**config.mk**
```make
export PLATFORM = sky130hd
export DESIGN_NAME = debounced_toggle_pattern_clock_gen_unit
export DESIGN_NICKNAME = d
export VERILOG_FILES = /design/src/design/dtpcg_pkg.sv /design/src/design/dtpcg_ram.sv /design/src/design/dtpcg_mod.sv /design/src/design/dtpcg_debounce.sv /design/src/design/dtpcg_gen.sv /design/src/design/debounced_toggle_pattern_clock_gen_unit.sv
export SDC_FILE = /design/constraint.sdc
export NUM_CORES = 2
export LEC_CHECK = 0
export ABC_AREA = 1
export CAP_MARGIN = 20
export CORE_ASPECT_RATIO = 0.9
export CORE_MARGIN = 2
export CORE_UTILIZATION = 40
export CTS_CLUSTER_DIAMETER = 80
export DETAILED_ROUTE_END_ITERATION = 16
export DONT_BUFFER_PORTS = 1
export GPL_ROUTABILITY_DRIVEN = 1
export SLEW_MARGIN = 25
export SYNTH_ARGS = -nofsm -noshare
export SYNTH_HDL_FRONTEND = slang
export SYNTH_SLANG_ARGS = --single-unit
```
**constraint.sdc**
```tcl
create_clock -name clk -period 2.9 [get_ports clk]
set_clock_uncertainty 0.05 [all_clocks]
set_input_delay 0.435 -clock clk [delete_from_list [all_inputs] [get_ports clk]]
set_output_delay 0.435 -clock clk [all_outputs]
set_load 0.005 [all_outputs]
```
**src/design/dtpcg_pkg.sv**
```systemverilog
// shared types, constants and the default pattern table for the clock pattern generator
package dtpcg_pkg;

	localparam int TABLE_DEPTH_DEF = 128;

	localparam int DEFAULT_WORDS = 82;
	localparam logic [15:0] WORD_EVEN = 16'd65522;
	localparam logic [15:0] WORD_ODD = 16'd65514;
	localparam logic [15:0] WORD_AT5 = 16'd65506;
	localparam logic [15:0] WORD_AT6 = 16'd65488;
	localparam logic [15:0] WORD_AT41 = 16'd65517;

	localparam logic [7:0] RESET_PATTERN_LENGTH = 8'd82;
	localparam logic [16:0] RESET_DEBOUNCE_TICKS = 17'd6000;
	localparam logic [15:0] RESET_START_RELOAD = 16'd1000;

	localparam logic [16:0] FULL_COUNT = 17'h10000;

	localparam int CFG_IDX_W = 2;
	localparam int CFG_DATA_W = 17;
	localparam logic [CFG_IDX_W-1:0] CFG_PATTERN_LENGTH = 2'd0;
	localparam logic [CFG_IDX_W-1:0] CFG_DEBOUNCE_TICKS = 2'd1;
	localparam logic [CFG_IDX_W-1:0] CFG_START_RELOAD = 2'd2;

	typedef enum logic {
		OP_TICK = 1'b0,
		OP_WRITE = 1'b1
	} op_t;

	typedef struct packed {
		op_t operation;
		logic button_level;
		logic [6:0] entry_index;
		logic [15:0] entry_value;
	} item_t;

	// table contents after reset
	function automatic logic [15:0] default_word(input logic [31:0] pos);
		logic [15:0] w;
		if (pos >= 32'(DEFAULT_WORDS)) begin
			w = 16'd0;
		end else if (pos == 32'd5) begin
			w = WORD_AT5;
		end else if (pos == 32'd6) begin
			w = WORD_AT6;
		end else if (pos == 32'd41) begin
			w = WORD_AT41;
		end else if (pos[0]) begin
			w = WORD_ODD;
		end else begin
			w = WORD_EVEN;
		end
		return w;
	endfunction

endpackage

```
**src/design/dtpcg_ram.sv**
```systemverilog
// generic single-port-write ram with registered read
module dtpcg_ram #(
	parameter int WIDTH = 16,
	parameter int DEPTH = 128
) (
	input  logic                     clk,
	input  logic                     we,
	input  logic [$clog2(DEPTH)-1:0] waddr,
	input  logic [WIDTH-1:0]         wdata,
	input  logic [$clog2(DEPTH)-1:0] raddr,
	output logic [WIDTH-1:0]         rdata
);

	logic [WIDTH-1:0] mem_q [DEPTH];

	always_ff @(posedge clk) begin
		if (we) begin
			mem_q[waddr] <= wdata;
		end
		rdata <= mem_q[raddr];
	end

endmodule

```
**src/design/dtpcg_mod.sv**
```systemverilog
// iterative remainder unit, one quotient bit per cycle
module dtpcg_mod #(
	parameter int W = 8
) (
	input  logic         clk,
	input  logic         arst_n,
	input  logic         start,
	input  logic [W-1:0] dividend,
	input  logic [W-1:0] divisor,
	output logic         busy,
	output logic         done,
	output logic [W-1:0] result
);

	localparam int CNT_W = $clog2(W + 1);

	logic [W-1:0]     rem_q;
	logic [W-1:0]     dvd_q;
	logic [W-1:0]     dvs_q;
	logic [CNT_W-1:0] cnt_q;
	logic             busy_q;
	logic [W:0]       trial;
	logic [W-1:0]     rem_nxt;

	always_comb begin
		trial = {rem_q, dvd_q[W-1]};
		if (trial >= {1'b0, dvs_q}) begin
			rem_nxt = W'(trial - {1'b0, dvs_q});
		end else begin
			rem_nxt = trial[W-1:0];
		end
	end

	always_ff @(posedge clk or negedge arst_n) begin
		if (!arst_n) begin
			busy_q <= 1'b0;
			cnt_q <= '0;
		end else if (start) begin
			busy_q <= 1'b1;
			cnt_q <= CNT_W'(W);
		end else if (busy_q) begin
			cnt_q <= cnt_q - CNT_W'(1);
			if (cnt_q == CNT_W'(1)) begin
				busy_q <= 1'b0;
			end
		end
	end

	always_ff @(posedge clk) begin
		if (start) begin
			rem_q <= '0;
			dvd_q <= dividend;
			dvs_q <= divisor;
		end else if (busy_q) begin
			rem_q <= rem_nxt;
			dvd_q <= {dvd_q[W-2:0], 1'b0};
		end
	end

	assign busy = busy_q;
	assign done = busy_q && (cnt_q == CNT_W'(1));
	assign result = rem_nxt;

endmodule

```
**src/design/dtpcg_debounce.sv**
```systemverilog
// button debounce timer and press event detection
module dtpcg_debounce (
	input  logic        clk,
	input  logic        arst_n,
	input  logic        tick,
	input  logic        pressed,
	input  logic [16:0] debounce_ticks,
	output logic        press_event
);

	logic [16:0] cnt_q, cnt_d;
	logic        busy_q, busy_d;
	logic        done_q, done_d;
	logic        held_q, held_d;

	always_comb begin
		cnt_d = cnt_q;
		busy_d = busy_q;
		done_d = done_q;
		held_d = held_q;
		press_event = 1'b0;
		if (tick) begin
			if (busy_q) begin
				if (cnt_q > 17'd1) begin
					cnt_d = cnt_q - 17'd1;
				end else begin
					cnt_d = '0;
					busy_d = 1'b0;
					done_d = 1'b1;
				end
			end
			if (pressed) begin
				if (done_d) begin
					held_d = 1'b1;
				end else if (!busy_d) begin
					cnt_d = (debounce_ticks == '0) ? 17'd1 : debounce_ticks;
					busy_d = 1'b1;
				end
			end else begin
				done_d = 1'b0;
				if (held_q) begin
					held_d = 1'b0;
					press_event = 1'b1;
				end
			end
		end
	end

	always_ff @(posedge clk or negedge arst_n) begin
		if (!arst_n) begin
			cnt_q <= '0;
			busy_q <= 1'b0;
			done_q <= 1'b0;
			held_q <= 1'b0;
		end else begin
			cnt_q <= cnt_d;
			busy_q <= busy_d;
			done_q <= done_d;
			held_q <= held_d;
		end
	end

endmodule

```
**src/design/dtpcg_gen.sv**
```systemverilog
// pattern generator: period countdown, pattern index, table storage
module dtpcg_gen #(
	parameter int TABLE_DEPTH = dtpcg_pkg::TABLE_DEPTH_DEF
) (
	input  logic               clk,
	input  logic               arst_n,
	input  logic               tick,
	input  logic               wr,
	input  dtpcg_pkg::item_t   item,
	input  logic               press_event,
	input  logic [7:0]         pattern_length,
	input  logic [15:0]        start_reload,
	input  logic               len_load,
	input  logic [7:0]         len_new,
	output logic               clock_level,
	output logic               running,
	output logic               busy
);

	localparam int IDX_W = $clog2(TABLE_DEPTH);
	localparam int LEN_W = $clog2(TABLE_DEPTH + 1);

	function automatic logic [LEN_W-1:0] used_len_f(input logic [7:0] l);
		logic [LEN_W-1:0] r;
		if (l == 8'd0) begin
			r = LEN_W'(1);
		end else if (32'(l) > 32'(TABLE_DEPTH)) begin
			r = LEN_W'(TABLE_DEPTH);
		end else begin
			r = LEN_W'(l);
		end
		return r;
	endfunction

	logic [16:0]      cnt_q, cnt_d;
	logic             clk_q, clk_d;
	logic             act_q, act_d;
	logic [IDX_W-1:0] idx_q, idx_d;
	logic [IDX_W-1:0] nxt_q, nxt_d;
	logic [LEN_W-1:0] used_len;

	logic             we;
	logic [IDX_W-1:0] waddr;
	logic [15:0]      ram_rdata;
	logic [TABLE_DEPTH-1:0] valid_q;
	logic [IDX_W-1:0] rd_addr_q;
	logic             rd_valid_q;
	logic             byp_q;
	logic [15:0]      byp_data_q;
	logic [15:0]      word;

	logic             mod_done;
	logic [LEN_W-1:0] mod_result;

	assign used_len = used_len_f(pattern_length);

	// word at the current index; rd_addr_q always tracks idx_q
	always_comb begin
		if (byp_q) begin
			word = byp_data_q;
		end else if (rd_valid_q) begin
			word = ram_rdata;
		end else begin
			word = dtpcg_pkg::default_word(32'(rd_addr_q));
		end
	end

	assign waddr = IDX_W'(item.entry_index);
	assign we = wr && !act_q && (32'(item.entry_index) < 32'(TABLE_DEPTH));

	always_comb begin
		cnt_d = cnt_q;
		clk_d = clk_q;
		act_d = act_q;
		idx_d = idx_q;
		nxt_d = nxt_q;
		if (tick && act_q) begin
			if (cnt_q > 17'd1) begin
				cnt_d = cnt_q - 17'd1;
			end else begin
				clk_d = !clk_q;
				cnt_d = dtpcg_pkg::FULL_COUNT - {1'b0, word};
				idx_d = nxt_q;
				if ((LEN_W'(nxt_q) + LEN_W'(1)) == used_len) begin
					nxt_d = '0;
				end else begin
					nxt_d = nxt_q + IDX_W'(1);
				end
			end
		end
		if (tick && press_event) begin
			if (act_q) begin
				act_d = 1'b0;
				clk_d = 1'b0;
				idx_d = '0;
				cnt_d = '0;
				nxt_d = (used_len == LEN_W'(1)) ? '0 : IDX_W'(1);
			end else begin
				act_d = 1'b1;
				cnt_d = dtpcg_pkg::FULL_COUNT - {1'b0, start_reload};
			end
		end
		if (mod_done) begin
			nxt_d = IDX_W'(mod_result);
		end
	end

	always_ff @(posedge clk or negedge arst_n) begin
		if (!arst_n) begin
			cnt_q <= '0;
			clk_q <= 1'b0;
			act_q <= 1'b0;
			idx_q <= '0;
			nxt_q <= IDX_W'(1);
			valid_q <= '0;
			rd_addr_q <= '0;
			rd_valid_q <= 1'b0;
			byp_q <= 1'b0;
		end else begin
			cnt_q <= cnt_d;
			clk_q <= clk_d;
			act_q <= act_d;
			idx_q <= idx_d;
			nxt_q <= nxt_d;
			if (we) begin
				valid_q[waddr] <= 1'b1;
			end
			rd_addr_q <= idx_d;
			rd_valid_q <= valid_q[idx_d];
			byp_q <= we && (waddr == idx_d);
		end
	end

	always_ff @(posedge clk) begin
		byp_data_q <= item.entry_value;
	end

	dtpcg_ram #(
		.WIDTH(16),
		.DEPTH(TABLE_DEPTH)
	) u_table (
		.clk(clk),
		.we(we),
		.waddr(waddr),
		.wdata(item.entry_value),
		.raddr(idx_d),
		.rdata(ram_rdata)
	);

	// next index after a length change: (index + 1) mod length
	dtpcg_mod #(
		.W(LEN_W)
	) u_mod (
		.clk(clk),
		.arst_n(arst_n),
		.start(len_load),
		.dividend(LEN_W'(idx_q) + LEN_W'(1)),
		.divisor(used_len_f(len_new)),
		.busy(busy),
		.done(mod_done),
		.result(mod_result)
	);

	assign clock_level = clk_d;
	assign running = act_d;

endmodule

```
**src/design/debounced_toggle_pattern_clock_gen_unit.sv**
```systemverilog
// top level of the debounced toggle pattern clock generator
//
// usage: every input transfer on s_* is one item; s_tuser is the operation
// (0 = one timer tick, 1 = write one pattern table word, taken only while
// the generator is stopped). every item gives exactly one result transfer on
// m_* holding the clock level, the running flag and the press event flag.
// configuration registers are written through cfg_* (0 pattern length,
// 1 debounce ticks, 2 start reload) while no item is in flight.
// each item passes the input register and then the result register before
// its result shows on m_*; one item is taken every cycle while the receiver
// takes results and no remainder run is busy, since the work for an item is
// short logic between the input register and the result register.
// writing pattern length starts a remainder unit that re-wraps the index;
// while it runs, s_tready and cfg_ready stay low.
// reset clears all control state; the table reads back its default words
// until an entry is written. when the receiver stalls, the result register
// holds, the input register fills and then s_tready drops.
module debounced_toggle_pattern_clock_gen_unit #(
	parameter int TABLE_DEPTH = dtpcg_pkg::TABLE_DEPTH_DEF
) (
	input  logic        clk,
	input  logic        arst_n,
	input  logic        s_tvalid,
	output logic        s_tready,
	input  logic [23:0] s_tdata,   // button_level, entry_index[6:0], entry_value[15:0]
	input  logic        s_tuser,   // operation
	output logic        m_tvalid,
	input  logic        m_tready,
	output logic [7:0]  m_tdata,   // clock_level, running, press_event, zero padding
	input  logic        cfg_valid,
	output logic        cfg_ready,
	input  logic [dtpcg_pkg::CFG_IDX_W-1:0]  cfg_index,
	input  logic [dtpcg_pkg::CFG_DATA_W-1:0] cfg_data
);

	// configuration registers
	logic [7:0]  pattern_length_q;
	logic [16:0] debounce_ticks_q;
	logic [15:0] start_reload_q;

	// input stage and result register
	logic              valid_s1;
	dtpcg_pkg::item_t  item_s1;
	logic              out_valid_q;
	logic [2:0]        out_data_q;

	logic adv;
	logic process;
	logic tick;
	logic wr;
	logic cfg_wr;
	logic busy;
	logic press_event;
	logic clock_level;
	logic running;

	assign adv = !out_valid_q || m_tready;
	assign process = valid_s1 && adv;
	assign tick = process && (item_s1.operation == dtpcg_pkg::OP_TICK);
	assign wr = process && (item_s1.operation == dtpcg_pkg::OP_WRITE);

	// input register refills in the same cycle it drains
	assign s_tready = (!valid_s1 || adv) && !busy;
	assign cfg_ready = !busy;
	assign cfg_wr = cfg_valid && cfg_ready;

	always_ff @(posedge clk or negedge arst_n) begin
		if (!arst_n) begin
			pattern_length_q <= dtpcg_pkg::RESET_PATTERN_LENGTH;
			debounce_ticks_q <= dtpcg_pkg::RESET_DEBOUNCE_TICKS;
			start_reload_q <= dtpcg_pkg::RESET_START_RELOAD;
		end else if (cfg_wr) begin
			case (cfg_index)
				dtpcg_pkg::CFG_PATTERN_LENGTH: pattern_length_q <= cfg_data[7:0];
				dtpcg_pkg::CFG_DEBOUNCE_TICKS: debounce_ticks_q <= cfg_data[16:0];
				dtpcg_pkg::CFG_START_RELOAD: start_reload_q <= cfg_data[15:0];
				default: ;
			endcase
		end
	end

	always_ff @(posedge clk or negedge arst_n) begin
		if (!arst_n) begin
			valid_s1 <= 1'b0;
			out_valid_q <= 1'b0;
		end else begin
			if (s_tvalid && s_tready) begin
				valid_s1 <= 1'b1;
			end else if (process) begin
				valid_s1 <= 1'b0;
			end
			if (process) begin
				out_valid_q <= 1'b1;
			end else if (m_tready) begin
				out_valid_q <= 1'b0;
			end
		end
	end

	always_ff @(posedge clk) begin
		if (s_tvalid && s_tready) begin
			item_s1.operation <= dtpcg_pkg::op_t'(s_tuser);
			item_s1.button_level <= s_tdata[0];
			item_s1.entry_index <= s_tdata[7:1];
			item_s1.entry_value <= s_tdata[23:8];
		end
		if (process) begin
			out_data_q <= {press_event, running, clock_level};
		end
	end

	dtpcg_debounce u_debounce (
		.clk(clk),
		.arst_n(arst_n),
		.tick(tick),
		.pressed(!item_s1.button_level),
		.debounce_ticks(debounce_ticks_q),
		.press_event(press_event)
	);

	dtpcg_gen #(
		.TABLE_DEPTH(TABLE_DEPTH)
	) u_gen (
		.clk(clk),
		.arst_n(arst_n),
		.tick(tick),
		.wr(wr),
		.item(item_s1),
		.press_event(press_event),
		.pattern_length(pattern_length_q),
		.start_reload(start_reload_q),
		.len_load(cfg_wr && (cfg_index == dtpcg_pkg::CFG_PATTERN_LENGTH)),
		.len_new(cfg_data[7:0]),
		.clock_level(clock_level),
		.running(running),
		.busy(busy)
	);

	assign m_tvalid = out_valid_q;
	assign m_tdata = {5'b0, out_data_q};

endmodule

```
==> flow_summary.yaml <==
outcome:
  run_status: "finished with violations"
  violations: "hold timing, setup timing"
job:
  drv_cap: 0
floorplan:
  die_y_um: 476
  core.rowCount: 173
  boundaryPins: 60
  core_um2: 247000
  initial_core_util_pct: 40.2
  fp.dieW_um: 529
  die-area_um2: 252000
placement:
  dp_hpwl_mm: 199
  port_buffers: 0
  dpl_cell_area_um2: 109000
  gp_congestion: 0.922
  dp_cells: 12000
yosys:
  synth_top_family_by_area: "simple AND/OR/NAND/NOR gates"
  yosys_register_bits: 2363
  synth_warnings: 0
  synth-simple-area-share_pct: 23.9
  synth_area_um2: 99100
  synthMuxAreaShare_pct: 0.0114
  synth_compound_area_share_pct: 1.38
  synthDistinctLibCells: 51
  synthAdderAreaFrac_pct: 0.273
  syn-mean-instance-area_um2: 11.5
  synthArstFlopShare_pct: 9.78
  synth_seq_area_share_pct: 70.1
  synthFlopType: "edfxtp_1"
  synthCells: 8589
  synth_edf_count: 2092
  synth-xor-area-share_pct: 0.433
sta:
  slew_headroom_pct: 25.3
  finalMaxSlewViolations: 0
  rsz0062_at_grt: "yes"
  layout_setup_ws_ns: -0.311
  layout_min_cycle_time_ns: 3.21
  fin_crit_sh_pct: 111
  whs_ns: -0.715
  fmax_mhz: 311
  setup_viol: 17
  tightest_slew_ns: 1.12
  hold_viol: 231
power_and_ir_drop:
  p_leak_nw: 45.7
  power_density_nw_per_um2: 869
  total_power_mw: 107
  vdd_drop_max_mv: 0.649
critical_path:
  rrSetupSlack_ns: -0.31
  timing.critical_path.mode_cell: "nand3_1"
  critPathKind: "reg -> reg"
  arrival_ns: 3.96
  rr_endpoint: "u_gen.u_table.rdata[1]"
  r2r_start: "u_gen.cnt_q[6]"
  start_kind: "register"
  critPathMaxStageDelay_ns: 0.43
  cpMaxStageDelayCell: "dfrtp_1"
  path_cells: "or2_1 > nor2_2 > nand3_2 > nand2_4 > nand2_4 > buf_12 > nand2_8 > nand2_8 > buf_16 > buf_16 > buf_16 > nand2_1 > nand3_1 > nand3_1 > nand3_1 > nand3_1 > nand3_1 > nand3_1 > nand2_1"
  cp.buffers_inverters: 4
  required_ns: 3.65
  cp.depth: 19
  endpoint_kind: "register"
  ff2ff_path_depth: 19
  worstPathMaxFanout: 18
  cp_top_family: "simple AND/OR/NAND/NOR gates"
routing:
  ant_nets: 0
  first_pass_iters: 6
  drc: 0
  drt_iter0_drc: 10300
  wl_per_cell_um: 26.6
  post_drt_via_cell_ratio: 5.86
  via_count: 74000
  drt-total-wl_mm: 335
finish:
  finalNonFillerCells: 12600
  seq_area_um2: 69400
  final_cell_mix: "2699 x nand3_1, 2092 x edfxtp_1, 1548 x nand2_1"
  layout.cells.most_common: "nand3_1"
  fillers: 21200
  area_delta_synth_final_pct: 24.6
  postLayoutCellArea_um2: 123000
  final_layout_size_suffix_gt1_share_pct: 20.3
  multiInputGateArea_um2: 28700
  fin_nets: 9256
clock_tree:
  cts_sinks: 2363
  clock_latency_ns: 0.91
  cts_tree: "done"
  clkTransAtPathRegs_ns: 0.07
  cts_made_buffers: 235
  clock_path_buffers: 4
  cts_root_buf: "clkbuf_16"
  htree_levels: 4
global_route:
  grt_max_degree: 232
  antenna_found_initial: 12
  overflow: 0
  grt_pass1_wl_mm: 482
  grt_pass1_vias: 69900
  track_usage_pct: 25.8
min_path:
  hold_path_class: "in -> async"
-- metal layers --
metal / vias up / wire [um] / track usage, % / share of wire (%)
met1: 36900 / 137000 / 36.5 / 41
li1: 32300 / - / - / -
met4: 4 / 12100 / 9.17 / 3.6
met2: 4179 / 150000 / 39.1 / 45
met3: 602 / 36300 / 5.64 / 11
met5: - / 15 / 0 / 0.0045
-- worst register-to-register path: stages, from the launching register on --
cell     delay [ns]
dfrtp_1        0.43
or2_1          0.24
nor2_2         0.15
nand3_2        0.11
nand2_4        0.12
nand2_4        0.09
buf_12         0.13
nand2_8        0.15
nand2_8        0.17
buf_16         0.20
buf_16         0.18
buf_16         0.18
nand2_1        0.06
nand3_1        0.06
nand3_1        0.17
nand3_1        0.21
nand3_1        0.15
nand3_1        0.14
nand3_1        0.11
nand2_1        0.05
-- per-stage QoR --
step	setup TNS [ns]	setup WS [ns]	utilization (%)
3_3_place_gp	-14.02	-0.971	44.2
4_1_cts	-7.31	-0.363	49.1
3_5_place_dp	-14.22	-0.970	44.2
2_1_floorplan	0	0.177	-
5_1_grt	-6.79	-0.417	50.1
6_report	-4.50	-0.311	50.1
-- Yosys cell counts (all sizes together) (4+ instances only) --
master	count	area, um^2
nand3	3092	15500
edfxtp	2092	62800
nand2	1568	5930
buf	523	2890
nor2	275	1050
dfrtp	214	5360
inv	166	623
or2	136	851
o21ai	120	601
clkbuf	96	360
a21oi	50	250
xor2	43	377
dfxtp	40	801
nand4	22	138
nor3	21	105
ha	20	250
dfstp	17	447
o22ai	16	125
a22oi	9	67.6
nor4	9	56.3
o211ai	9	67.6
o221ai	7	61.3
a31oi	6	37.5
o31ai	6	45.0
xnor2	6	52.6
a32oi	4	35.0
nand3b	4	30.0
-- state kept, by name, indices dropped and copies added (netlist names), 16 cells and up, named ones only --
name,cells
u_gen.byp_data_q,16
u_gen.cnt_q,17
u_debounce.cnt_q,17
item_s1,25
u_gen.u_table.rdata,16
u_gen.u_table.mem_q,2048
u_gen.valid_q,128
debounce_ticks_q,17
start_reload_q,16
-- how the worst max path moves through the flow --
stage	slack [ns]	endpoint	startpoint
4_1_cts	-0.36	u_gen.u_table.rdata[0]	m_tvalid
3_3_place_gp	-0.97	u_gen.u_table.rdata[5]	m_tready
3_5_place_dp	-0.97	u_gen.u_table.rdata[3]	m_tready
2_1_floorplan	0.18	u_gen.u_table.mem_q[64][0]	m_tready
6_report	-0.31	u_gen.u_table.rdata[1]	u_gen.cnt_q[6]
5_1_grt	-0.42	u_gen.u_table.rdata[14]	u_gen.cnt_q[6]
-- layout make-up --
type / instances / share of cell area [%]
Inverter: 168 / 0.560
Clock buffer: 307 / 5.25
Multi-Input combinational cell: 5444 / 23.2
Antenna cell: 3 / 0.00608
Clock inverter: 127 / 1.17
Tap cell: 3237 / 3.28
Timing Repair inverter: 2 / 0.0253
Sequential cell: 2363 / 56.3
Timing Repair Buffer: 972 / 10.2
-- where the power goes --
part	switching, mW	internal, mW
clock	13.5	18.2
sequential	1.19	39.5
combinational	22.5	12.4
total	37.1	70.1
-- cells by family after synthesis --
family,count (synthesis)
AO/OA/AOI/OAI,237
XOR/XNOR,49
adder cells (fa/ha/maj),21
buffers and inverters,787
flip-flops,2363
multiplexers,1
other,1
AND/OR/NAND/NOR,5130
-- timing repair --
action	CTS	global route
hold buffers	65	3
hold endpoints to repair	329	244
endpoints found under the setup margin	23	46
cloned	37	15
setup buffers	43	30
resized for setup	427	318
pin swaps	51	61
Power figures use the tool's default switching activity.
